`src/rtl/core/msd_pkg.sv`:
```
// Shared types, character codes and the code lookup table of the Morse symbol decoder.
`timescale 1ns / 1ps

package msd_pkg;

  // Input characters with a meaning of their own.
  localparam logic [7:0] CHAR_DOT   = 8'h2E;
  localparam logic [7:0] CHAR_DASH  = 8'h2D;
  localparam logic [7:0] CHAR_SPACE = 8'h20;

  // Glyph sent for a completed word gap.
  localparam logic [6:0] GLYPH_SPACE = 7'h20;

  // Longest code, and the saturated length that marks an overlong symbol.
  localparam logic [2:0] MAX_CODE_LEN = 3'd5;
  localparam logic [2:0] OVERLONG_LEN = 3'd6;

  // Result buffer geometry.
  localparam int FIFO_DEPTH = 4;
  localparam int FIFO_AW    = $clog2(FIFO_DEPTH);
  localparam int FIFO_CW    = $clog2(FIFO_DEPTH + 1);

  typedef enum logic [1:0] {
    KIND_CHAR = 2'd0,
    KIND_OK   = 2'd1,
    KIND_FAIL = 2'd2
  } kind_t;

  typedef struct packed {
    logic [4:0] pattern;
    logic [2:0] length;
    logic [1:0] space_run;
    logic       any_matched;
    logic       discarding;
  } state_t;

  typedef struct packed {
    kind_t      kind;
    logic [6:0] character;
    logic       last;
  } result_t;

  // Element k of a symbol sits in pattern bit k, a dash is a one.
  // Returns the ASCII glyph, or zero when the symbol matches no code.
  function automatic logic [6:0] lookup_glyph(input logic [2:0] len,
                                              input logic [4:0] pat);
    logic [6:0] glyph;
    glyph = 7'd0;
    unique case ({len, pat})
      {3'd2, 5'd2}:  glyph = 7'h41; // A
      {3'd4, 5'd1}:  glyph = 7'h42; // B
      {3'd4, 5'd5}:  glyph = 7'h43; // C
      {3'd3, 5'd1}:  glyph = 7'h44; // D
      {3'd1, 5'd0}:  glyph = 7'h45; // E
      {3'd4, 5'd4}:  glyph = 7'h46; // F
      {3'd3, 5'd3}:  glyph = 7'h47; // G
      {3'd4, 5'd0}:  glyph = 7'h48; // H
      {3'd2, 5'd0}:  glyph = 7'h49; // I
      {3'd4, 5'd14}: glyph = 7'h4A; // J
      {3'd3, 5'd5}:  glyph = 7'h4B; // K
      {3'd4, 5'd2}:  glyph = 7'h4C; // L
      {3'd2, 5'd3}:  glyph = 7'h4D; // M
      {3'd2, 5'd1}:  glyph = 7'h4E; // N
      {3'd3, 5'd7}:  glyph = 7'h4F; // O
      {3'd4, 5'd6}:  glyph = 7'h50; // P
      {3'd4, 5'd11}: glyph = 7'h51; // Q
      {3'd3, 5'd2}:  glyph = 7'h52; // R
      {3'd3, 5'd0}:  glyph = 7'h53; // S
      {3'd1, 5'd1}:  glyph = 7'h54; // T
      {3'd3, 5'd4}:  glyph = 7'h55; // U
      {3'd4, 5'd8}:  glyph = 7'h56; // V
      {3'd3, 5'd6}:  glyph = 7'h57; // W
      {3'd4, 5'd9}:  glyph = 7'h58; // X
      {3'd4, 5'd13}: glyph = 7'h59; // Y
      {3'd4, 5'd3}:  glyph = 7'h5A; // Z
      {3'd5, 5'd30}: glyph = 7'h31; // 1
      {3'd5, 5'd28}: glyph = 7'h32; // 2
      {3'd5, 5'd24}: glyph = 7'h33; // 3
      {3'd5, 5'd16}: glyph = 7'h34; // 4
      {3'd5, 5'd0}:  glyph = 7'h35; // 5
      {3'd5, 5'd1}:  glyph = 7'h36; // 6
      {3'd5, 5'd3}:  glyph = 7'h37; // 7
      {3'd5, 5'd7}:  glyph = 7'h38; // 8
      {3'd5, 5'd15}: glyph = 7'h39; // 9
      {3'd5, 5'd31}: glyph = 7'h30; // 0
      default:       glyph = 7'd0;
    endcase
    return glyph;
  endfunction

endpackage

```
`src/rtl/core/msd_ifs.sv`:
```
// Valid/ready channel interfaces for input characters and decoded results.
`timescale 1ns / 1ps

interface msd_sym_if;
  logic       valid;
  logic       ready;
  logic [7:0] symbol;

  modport source (output valid, output symbol, input ready);
  modport sink   (input valid, input symbol, output ready);
endinterface

interface msd_res_if;
  logic       valid;
  logic       ready;
  logic [1:0] kind;
  logic [6:0] character;
  logic       last;

  modport source (output valid, output kind, output character, output last, input ready);
  modport sink   (input valid, input kind, input character, input last, output ready);
endinterface

```
`src/rtl/core/msd_step.sv`:
```
// Next-state and result logic for one input character of the Morse decoder.
`timescale 1ns / 1ps

module msd_step (
  input  logic [7:0]       symbol,
  input  msd_pkg::state_t  cur,
  output msd_pkg::state_t  nxt,
  output logic [1:0]       push_n,
  output msd_pkg::result_t r0,
  output msd_pkg::result_t r1
);

  logic             is_elem;
  logic             is_gap;
  logic [6:0]       glyph;
  logic             hit;
  logic             first_v;
  logic             second_v;
  msd_pkg::result_t first;
  msd_pkg::result_t second;

  assign is_elem = (symbol == msd_pkg::CHAR_DOT) || (symbol == msd_pkg::CHAR_DASH);
  assign is_gap  = (symbol == msd_pkg::CHAR_SPACE);

  // Lengths of zero and six have no table entry, so they never match.
  assign glyph = msd_pkg::lookup_glyph(cur.length, cur.pattern);
  assign hit   = (glyph != 7'd0);

  always_comb begin
    nxt      = cur;
    first_v  = 1'b0;
    first    = '{kind: msd_pkg::KIND_CHAR, character: glyph, last: 1'b0};
    second_v = 1'b0;
    second   = '{kind: msd_pkg::KIND_CHAR, character: msd_pkg::GLYPH_SPACE, last: 1'b0};

    if (cur.discarding) begin
      if (!is_elem && !is_gap) begin
        nxt = '0;
      end
    end else if (is_elem) begin
      if (cur.space_run[1]) begin
        // A bad space run ended by an element fails the message at once.
        first_v        = 1'b1;
        first          = '{kind: msd_pkg::KIND_FAIL, character: 7'd0, last: 1'b1};
        nxt            = '0;
        nxt.discarding = 1'b1;
      end else begin
        nxt.space_run = 2'd0;
        if (cur.length < msd_pkg::MAX_CODE_LEN) begin
          if (symbol == msd_pkg::CHAR_DASH) begin
            nxt.pattern = cur.pattern | (5'd1 << cur.length);
          end
          nxt.length = cur.length + 3'd1;
        end else begin
          nxt.length = msd_pkg::OVERLONG_LEN;
        end
      end
    end else if (is_gap) begin
      first_v   = hit;
      if (hit) begin
        nxt.any_matched = 1'b1;
      end
      nxt.pattern   = 5'd0;
      nxt.length    = 3'd0;
      nxt.space_run = cur.space_run + 2'd1;
      second_v      = (cur.space_run == 2'd3);
    end else begin
      first_v  = hit;
      second_v = 1'b1;
      second   = '{kind: (cur.space_run[1] || !(cur.any_matched || hit)) ?
                         msd_pkg::KIND_FAIL : msd_pkg::KIND_OK,
                   character: 7'd0, last: 1'b1};
      nxt      = '0;
    end
  end

  assign r0     = first_v ? first : second;
  assign r1     = second;
  assign push_n = {1'b0, first_v} + {1'b0, second_v};

endmodule

```
`src/rtl/core/msd_res_fifo.sv`:
```
// Small result buffer that takes up to two results per cycle and hands out one to a ready sink.
`timescale 1ns / 1ps

module msd_res_fifo (
  input  logic             clk,
  input  logic             rst,
  input  logic [1:0]       push_n,
  input  msd_pkg::result_t r0,
  input  msd_pkg::result_t r1,
  output logic             room,
  msd_res_if.source        results
);

  msd_pkg::result_t                mem [msd_pkg::FIFO_DEPTH];
  logic [msd_pkg::FIFO_AW-1:0]     wr_ptr;
  logic [msd_pkg::FIFO_AW-1:0]     rd_ptr;
  logic [msd_pkg::FIFO_CW-1:0]     count;
  logic [msd_pkg::FIFO_CW-1:0]     count_next;
  logic                            pop;
  msd_pkg::result_t                head;

  assign head              = mem[rd_ptr];
  assign results.valid     = (count != '0);
  assign results.kind      = head.kind;
  assign results.character = head.character;
  assign results.last      = head.last;

  assign pop  = results.valid && results.ready;
  // Room for a full pair of results, whatever the sink does this cycle.
  assign room = (count <= msd_pkg::FIFO_CW'(msd_pkg::FIFO_DEPTH - 2));

  assign count_next = count + msd_pkg::FIFO_CW'(push_n)
                      - msd_pkg::FIFO_CW'(pop);

  always_ff @(posedge clk) begin
    if (rst) begin
      wr_ptr <= '0;
      rd_ptr <= '0;
      count  <= '0;
    end else begin
      wr_ptr <= wr_ptr + msd_pkg::FIFO_AW'(push_n);
      rd_ptr <= rd_ptr + msd_pkg::FIFO_AW'(pop);
      count  <= count_next;
    end
  end

  always_ff @(posedge clk) begin
    if (push_n != 2'd0) begin
      mem[wr_ptr] <= r0;
    end
    if (push_n == 2'd2) begin
      mem[wr_ptr + msd_pkg::FIFO_AW'(1)] <= r1;
    end
  end

  a_count_bound: assert property (@(posedge clk) disable iff (rst)
    count <= msd_pkg::FIFO_CW'(msd_pkg::FIFO_DEPTH))
    else $error("result buffer count exceeds its depth");

  a_push_room: assert property (@(posedge clk) disable iff (rst)
    (push_n != 2'd0) |-> room)
    else $error("results written without room for a pair");

  a_pop_only: assert property (@(posedge clk) disable iff (rst)
    (pop && push_n == 2'd0) |=> count == $past(count) - msd_pkg::FIFO_CW'(1))
    else $error("result buffer count did not drop on a lone read");

  a_ptr_gap: assert property (@(posedge clk) disable iff (rst)
    (count == '0) |-> (wr_ptr == rd_ptr))
    else $error("empty result buffer with unequal pointers");

endmodule

```
`src/rtl/core/morse_symbol_decoder_core.sv`:
```
// Top level of the Morse symbol decoder: state register, step logic and result buffer.
`timescale 1ns / 1ps

// Usage:
// The symbols channel carries one ASCII character per transaction: '.' and '-'
// build up a symbol, ' ' closes it, and any other character ends the message.
// The results channel carries one result per transaction: a decoded letter,
// digit or word space (kind 0), or a message end (kind 1 success, kind 2
// failure, last high). One character can yield up to two results.
// Timing: when the result buffer is empty, a character accepted at a clock edge
// has its first result presented on the results channel right after that edge.
// Throughput: one character per cycle while each character yields at most one
// result and the receiver takes one result per cycle. A character that yields
// two results presents them one after the other, and the four-entry result
// buffer absorbs the extra result before backpressure reaches the input.
// Stall: the input stays ready while the result buffer has room for two more
// results, so a stalled receiver stops input once more than two results wait.
// Reset: rst is synchronous; it clears the symbol state, the message flags and
// the result buffer, and the block is ready in the first cycle after.
module morse_symbol_decoder_core (
  input  logic      clk,
  input  logic      rst,
  msd_sym_if.sink   symbols,
  msd_res_if.source results
);

  // Decoder state: the symbol being built, the current space run and the
  // per-message flags. It advances once per accepted character.
  msd_pkg::state_t  state;
  msd_pkg::state_t  state_next;
  logic [1:0]       step_push_n;
  logic [1:0]       push_n;
  msd_pkg::result_t r0;
  msd_pkg::result_t r1;
  logic             room;
  logic             accept;

  assign symbols.ready = room;
  assign accept        = symbols.valid && symbols.ready;

  // All per-character work is a table lookup and a few compares.
  msd_step u_step (
    .symbol (symbols.symbol),
    .cur    (state),
    .nxt    (state_next),
    .push_n (step_push_n),
    .r0     (r0),
    .r1     (r1)
  );

  // Results are written only for an accepted transaction.
  assign push_n = accept ? step_push_n : 2'd0;

  always_ff @(posedge clk) begin
    if (rst) begin
      state <= '0;
    end else if (accept) begin
      state <= state_next;
    end
  end

  // The result buffer decouples the receiver from the input side.
  msd_res_fifo u_res_fifo (
    .clk     (clk),
    .rst     (rst),
    .push_n  (push_n),
    .r0      (r0),
    .r1      (r1),
    .room    (room),
    .results (results)
  );

  a_discard_silent: assert property (@(posedge clk) disable iff (rst)
    state.discarding |-> (push_n == 2'd0))
    else $error("results written while discarding a failed message");

  a_last_is_end: assert property (@(posedge clk) disable iff (rst)
    (results.valid && results.last) |-> (results.kind != msd_pkg::KIND_CHAR))
    else $error("a decoded character closed the message");

  a_pair_order: assert property (@(posedge clk) disable iff (rst)
    (push_n == 2'd2) |-> (r0.kind == msd_pkg::KIND_CHAR && !r0.last))
    else $error("first of a result pair is not a plain character");

  a_overlong_empty: assert property (@(posedge clk) disable iff (rst)
    (state.length == msd_pkg::OVERLONG_LEN) |-> (state.space_run == 2'd0))
    else $error("overlong symbol with a pending space run");

endmodule
```
`src/flat_wrapper.sv`:
```
// flat-port wrapper written by rule: the top's interface ports become plain ports
module morse_symbol_decoder_core_flat 
  (clk, rst, symbols_valid, symbols_symbol, symbols_ready, results_valid, results_kind, results_character, results_last, results_ready);
  msd_sym_if symbols_i ();
  msd_res_if results_i ();
  input  logic clk;
  input  logic rst;
  input wire logic [$bits(symbols_i.valid)-1:0] symbols_valid;
  input wire logic [$bits(symbols_i.symbol)-1:0] symbols_symbol;
  output wire logic [$bits(symbols_i.ready)-1:0] symbols_ready;
  output wire logic [$bits(results_i.valid)-1:0] results_valid;
  output wire logic [$bits(results_i.kind)-1:0] results_kind;
  output wire logic [$bits(results_i.character)-1:0] results_character;
  output wire logic [$bits(results_i.last)-1:0] results_last;
  input wire logic [$bits(results_i.ready)-1:0] results_ready;
  assign symbols_i.valid = symbols_valid;
  assign symbols_i.symbol = symbols_symbol;
  assign symbols_ready = symbols_i.ready;
  assign results_valid = results_i.valid;
  assign results_kind = results_i.kind;
  assign results_character = results_i.character;
  assign results_last = results_i.last;
  assign results_i.ready = results_ready;
  morse_symbol_decoder_core u_core (.clk(clk), .rst(rst), .symbols(symbols_i), .results(results_i));
endmodule
```
`config.mk`:
```
export PLATFORM = sky130hd
export DESIGN_NAME = morse_symbol_decoder_core_flat
export DESIGN_NICKNAME = d
export VERILOG_FILES = /design/src/rtl/core/msd_pkg.sv /design/src/rtl/core/msd_ifs.sv /design/src/rtl/core/msd_step.sv /design/src/rtl/core/msd_res_fifo.sv /design/src/rtl/core/morse_symbol_decoder_core.sv /design/src/flat_wrapper.sv
export SDC_FILE = /design/constraint.sdc
export NUM_CORES = 1
export LEC_CHECK = 0
export ABC_AREA = 1
export BUFFER_PORTS_ARGS = -buffer_cell sky130_fd_sc_hd__buf_2
export CAP_MARGIN = 20
export CORE_ASPECT_RATIO = 0.75
export CORE_MARGIN = 2
export CORE_UTILIZATION = 45
export DETAILED_ROUTE_END_ITERATION = 6
export GPL_ROUTABILITY_DRIVEN = 0
export GPL_TIMING_DRIVEN = 0
export PLACE_DENSITY = 0.62
export SYNTH_ARGS = -nofsm -noshare
export SYNTH_HDL_FRONTEND = slang
export SYNTH_SLANG_ARGS = --single-unit
```
`constraint.sdc`:
```
create_clock -name clk -period 4 [get_ports clk]
set_clock_uncertainty 0.05 [all_clocks]
set_input_delay 0.4 -clock clk [delete_from_list [all_inputs] [get_ports clk]]
set_output_delay 0.4 -clock clk [all_outputs]
set_load 0.1 [all_outputs]
```
==> results.md <==
- Outcome: finished, final reports clean
- Worst-path clk slew: 0.07 ns
- Worst reg2reg path startpoint: u_core.state[5]$_SDFFE_PP0P_
- Static Leak: 1.85 nW
- Post-route cell area: 4080 um2
- Chip Height: 81.3 um
- Slew HR: 59.4%
- Proportion of layout cells with a drive suffix above 1: 15.0%
- Hold crit path type: in2reg
- Number of unique standard cell types used by synthesis: 36
- Unrepaired setup endpoints after global routing: false
- Largest net degree at the start of global routing: 12
- End of the worst hold path: u_core.u_res_fifo.rd_ptr[0]$_SDFF_PP0_
- Initial core utilization: 45.9%
- Post-synthesis cell type with the largest combined area: dfxtp_1
- Post-route fraction of the period consumed by the critical path: 90.5%
- Antenna fix cells: 0
- Worst slack after detailed placement: -0.298 ns
- Final count of hold timing violations: 0
- Count of buffers from port buffering: 22
- Boundary Pins: 24
- Root buffer cell: clkbuf_8
- Die area: 8710 um2
- Routed via count: 3591
- Vias per std cell: 5.34
- Wire length of the first global-routing pass: 15500 um
- Global Route Usage Sum: 23.1%
- Iter 0 DRT Violations: 228
- Critical path launch point type: flip-flop
- Required time at the endpoint of the critical path: 4.16 ns
- Detailed-route wire length: 9530 um
- TritonCTS clock tree: built
- Worst setup EP type: flip-flop
- Setup fix buffers added after clock tree synthesis: 0
- Critical register-to-register path endpoint: u_core.u_res_fifo.count[2]$_SDFF_PP0_
- Number of optimization iterations in the first detailed-route pass: 5
- Post-placement cell count: 657
- Cells taking the most area after synthesis: dfxtp_1 (24%), nand2_1 (14%), edfxtp_1 (13%)
- Kind of critical path: reg2reg
- Number of clock sinks seen by CTS: 59
- Highest clock frequency the design can meet: 276 MHz
- Placed instance area: 3830 um2
- Final worst hold slack: 0.344 ns
- Final Critical Period: 3.62 ns
- Core outline area: 7810 um2
- Area added between synthesis and finish: 13.8%
- Power density normalized to cell area: 755 nW/um2
- Slew at the pin closest to its max-slew limit: 0.609 ns
- Final Setup Violations: 0
- Largest buffer count on any clock path: 2
- Number of CTS-inserted buffers: 9
- Max Transition Viols Final: 0
- Hold_sp: rst
- Number of global-route vias before repair: 3277
- Remaining global-route overflow: 0
- Library cell with the highest instance count after synthesis: nand2_1
- PnR worst setup slack: 0.380 ns
- Worst EP arrival: 3.78 ns
- Async S/R FF share, synth: 0%
- Post-route antenna net violation count: 0
- Length in cells of the worst reg-to-reg path: 24
- Synthesized net count: 555
- Yosys warning count: 0
- Remaining DRCs: 0
- Finished Layout Cells: 673
- FP Rows: 28
- Number of antenna violations at the first check in global routing: 0
- Max-cap violations: 0
- Total standard cell area after synthesis: 3590 um2
- Cell types with the highest counts after synthesis: nand2_1 (136), nor2_1 (97), inv_1 (50), dfxtp_1 (43), o21ai_0 (43)
- Register area share after synthesis: 37.4%
- Die boundary width: 107 um
- Insertion delay of the later-clocked pin in the worst-skew pair: 0.34 ns
- Wire per inst: 14.2 um
- Number of register bits inferred by synthesis: 59
- Post-DP HPWL: 7180 um
- Nets: 588
- Largest fanout on the critical path: 10
- Filler instances: 793
- Fraction of post-synthesis cell area in the top cell type by area: 24.0%
- Mean Syn Cell Area: 6.77 um2
- Primary FF master, synth: dfxtp_1
- Number of enable-type register cells in the synthesized netlist: 16
- Maximum vdd ir drop: 0.000611 V
- Post-Synthesis Cells: 530
- Clock H-tree levels: 3
- Hold Path Depth: 2
- Reg2reg setup slack: 0.38 ns
## sequential cells by signal, indices dropped and copies added (netlist names)
signal                    cells
u_core.state                 12
u_core.u_res_fifo.count       3
u_core.u_res_fifo.mem        40
u_core.u_res_fifo.rd_ptr      2
u_core.u_res_fifo.wr_ptr      2
## kinds of logic after synthesis
group | synth area share [%]
adder cells (fa/ha/maj) | 4.75
AND/OR/NAND/NOR | 34.9
buffers and inverters | 7.54
XOR/XNOR | 0.977
flip-flops | 37.4
AO/OA/AOI/OAI | 14.4
## placed cells by master (no fill, tap or decap), types with 2 or more instances in the layout
cell type,netlist,layout
a21oi_1,14,14
a21oi_2,3,3
a22o_1,4,4
and2_1,2,2
buf_2,0,22
buf_6,2,2
clkbuf_1,6,7
clkbuf_8,0,10
clkinv_2,0,3
dfxtp_1,43,42
edfxtp_1,16,16
ha_1,12,12
inv_1,50,50
inv_2,9,9
nand2_1,136,136
nand2_2,6,6
nand3_1,17,17
nand3_2,2,2
nand4_1,8,8
nor2_1,97,92
nor2_2,8,12
nor3_1,20,12
nor3_2,0,4
nor3_4,0,4
nor4_1,2,2
o21ai_0,43,43
o21ai_1,4,4
o21ai_2,2,2
o22ai_1,10,10
xnor2_1,3,3
## stage by stage
step | TNS (ns) | total power [mW] | util (%)
3_5_place_dp | -3.12 | 2.54 | 49.0
3_3_place_gp | -2.56 | 2.51 | 49.0
2_1_floorplan | 0 | 2.20 | -
6_report | 0 | 3.08 | 52.2
5_1_grt | 0 | 3.28 | 52.2
4_1_cts | 0 | 3.03 | 51.4
## per-layer routing
layer	GRT usage [%]	part of all wire [%]	vias to the layer above
li1	-	-	1802
met1	32.2	48	1621
met2	34.2	42	152
met3	6.18	8.7	16
met4	8.57	1.6	0
met5	0	0	-
## how the worst max path moves through the flow
stage / from / to / slack, ns
after detailed placement: u_core.state[4]$_SDFFE_PP0P_ / u_core.u_res_fifo.mem[0][9]$_DFFE_PP_ / -0.30
after floorplan: u_core.state[4]$_SDFFE_PP0P_ / u_core.u_res_fifo.count[2]$_SDFF_PP0_ / 0.81
after global routing: u_core.state[5]$_SDFFE_PP0P_ / u_core.u_res_fifo.count[2]$_SDFF_PP0_ / 0.003
after CTS: u_core.state[4]$_SDFFE_PP0P_ / u_core.u_res_fifo.mem[0][8]$_DFFE_PP_ / 0.007
after global placement: u_core.state[4]$_SDFFE_PP0P_ / u_core.u_res_fifo.mem[0][9]$_DFFE_PP_ / -0.29
final: u_core.state[5]$_SDFFE_PP0P_ / u_core.u_res_fifo.count[2]$_SDFF_PP0_ / 0.38
## worst max-delay path: stages (launching register included)
cell     delay, ns
dfxtp_1       0.41
inv_2         0.11
nand2_2       0.10
nor2_1        0.09
buf_6         0.15
nand2_1       0.10
nand2_1       0.09
nor2_1        0.12
nand2_1       0.10
nor2_4        0.17
nand3_2       0.10
nand2_2       0.11
nand2_1       0.09
ha_1          0.31
inv_1         0.05
nor2_2        0.15
inv_1         0.06
ha_1          0.28
inv_1         0.06
ha_1          0.13
inv_1         0.05
fa_1          0.37
xor2_1        0.17
inv_1         0.06
nor2_1        0.03
## power breakdown
part	switching, mW	internal (mW)	total (mW)	leakage (nW)
clock	0.250	0.239	0.489	0.0894
sequential	0.111	0.783	0.893	0.481
combinational	1.33	0.373	1.70	1.28
total	1.69	1.39	3.08	1.85
## final cells by class
cell class / count / area, um2 / area share, %
plain buffers: 9 / 48.8 / 1.20
clock buffers: 11 / 141 / 3.46
clock inverters: 5 / 28.8 / 0.705
inverters: 59 / 221 / 5.43
multi-input cells: 403 / 2060 / 50.4
flip-flops and latches: 59 / 1340 / 32.9
well taps: 105 / 131 / 3.22
repair buffers: 22 / 110 / 2.70
## repair_timing
item,CTS,global route
cloned,0,0
resized for setup,4,15
endpoints found under the hold margin,0,0
hold buffers,0,0
endpoints found under the setup margin,25,40
(Power assumes the default switching activity.)
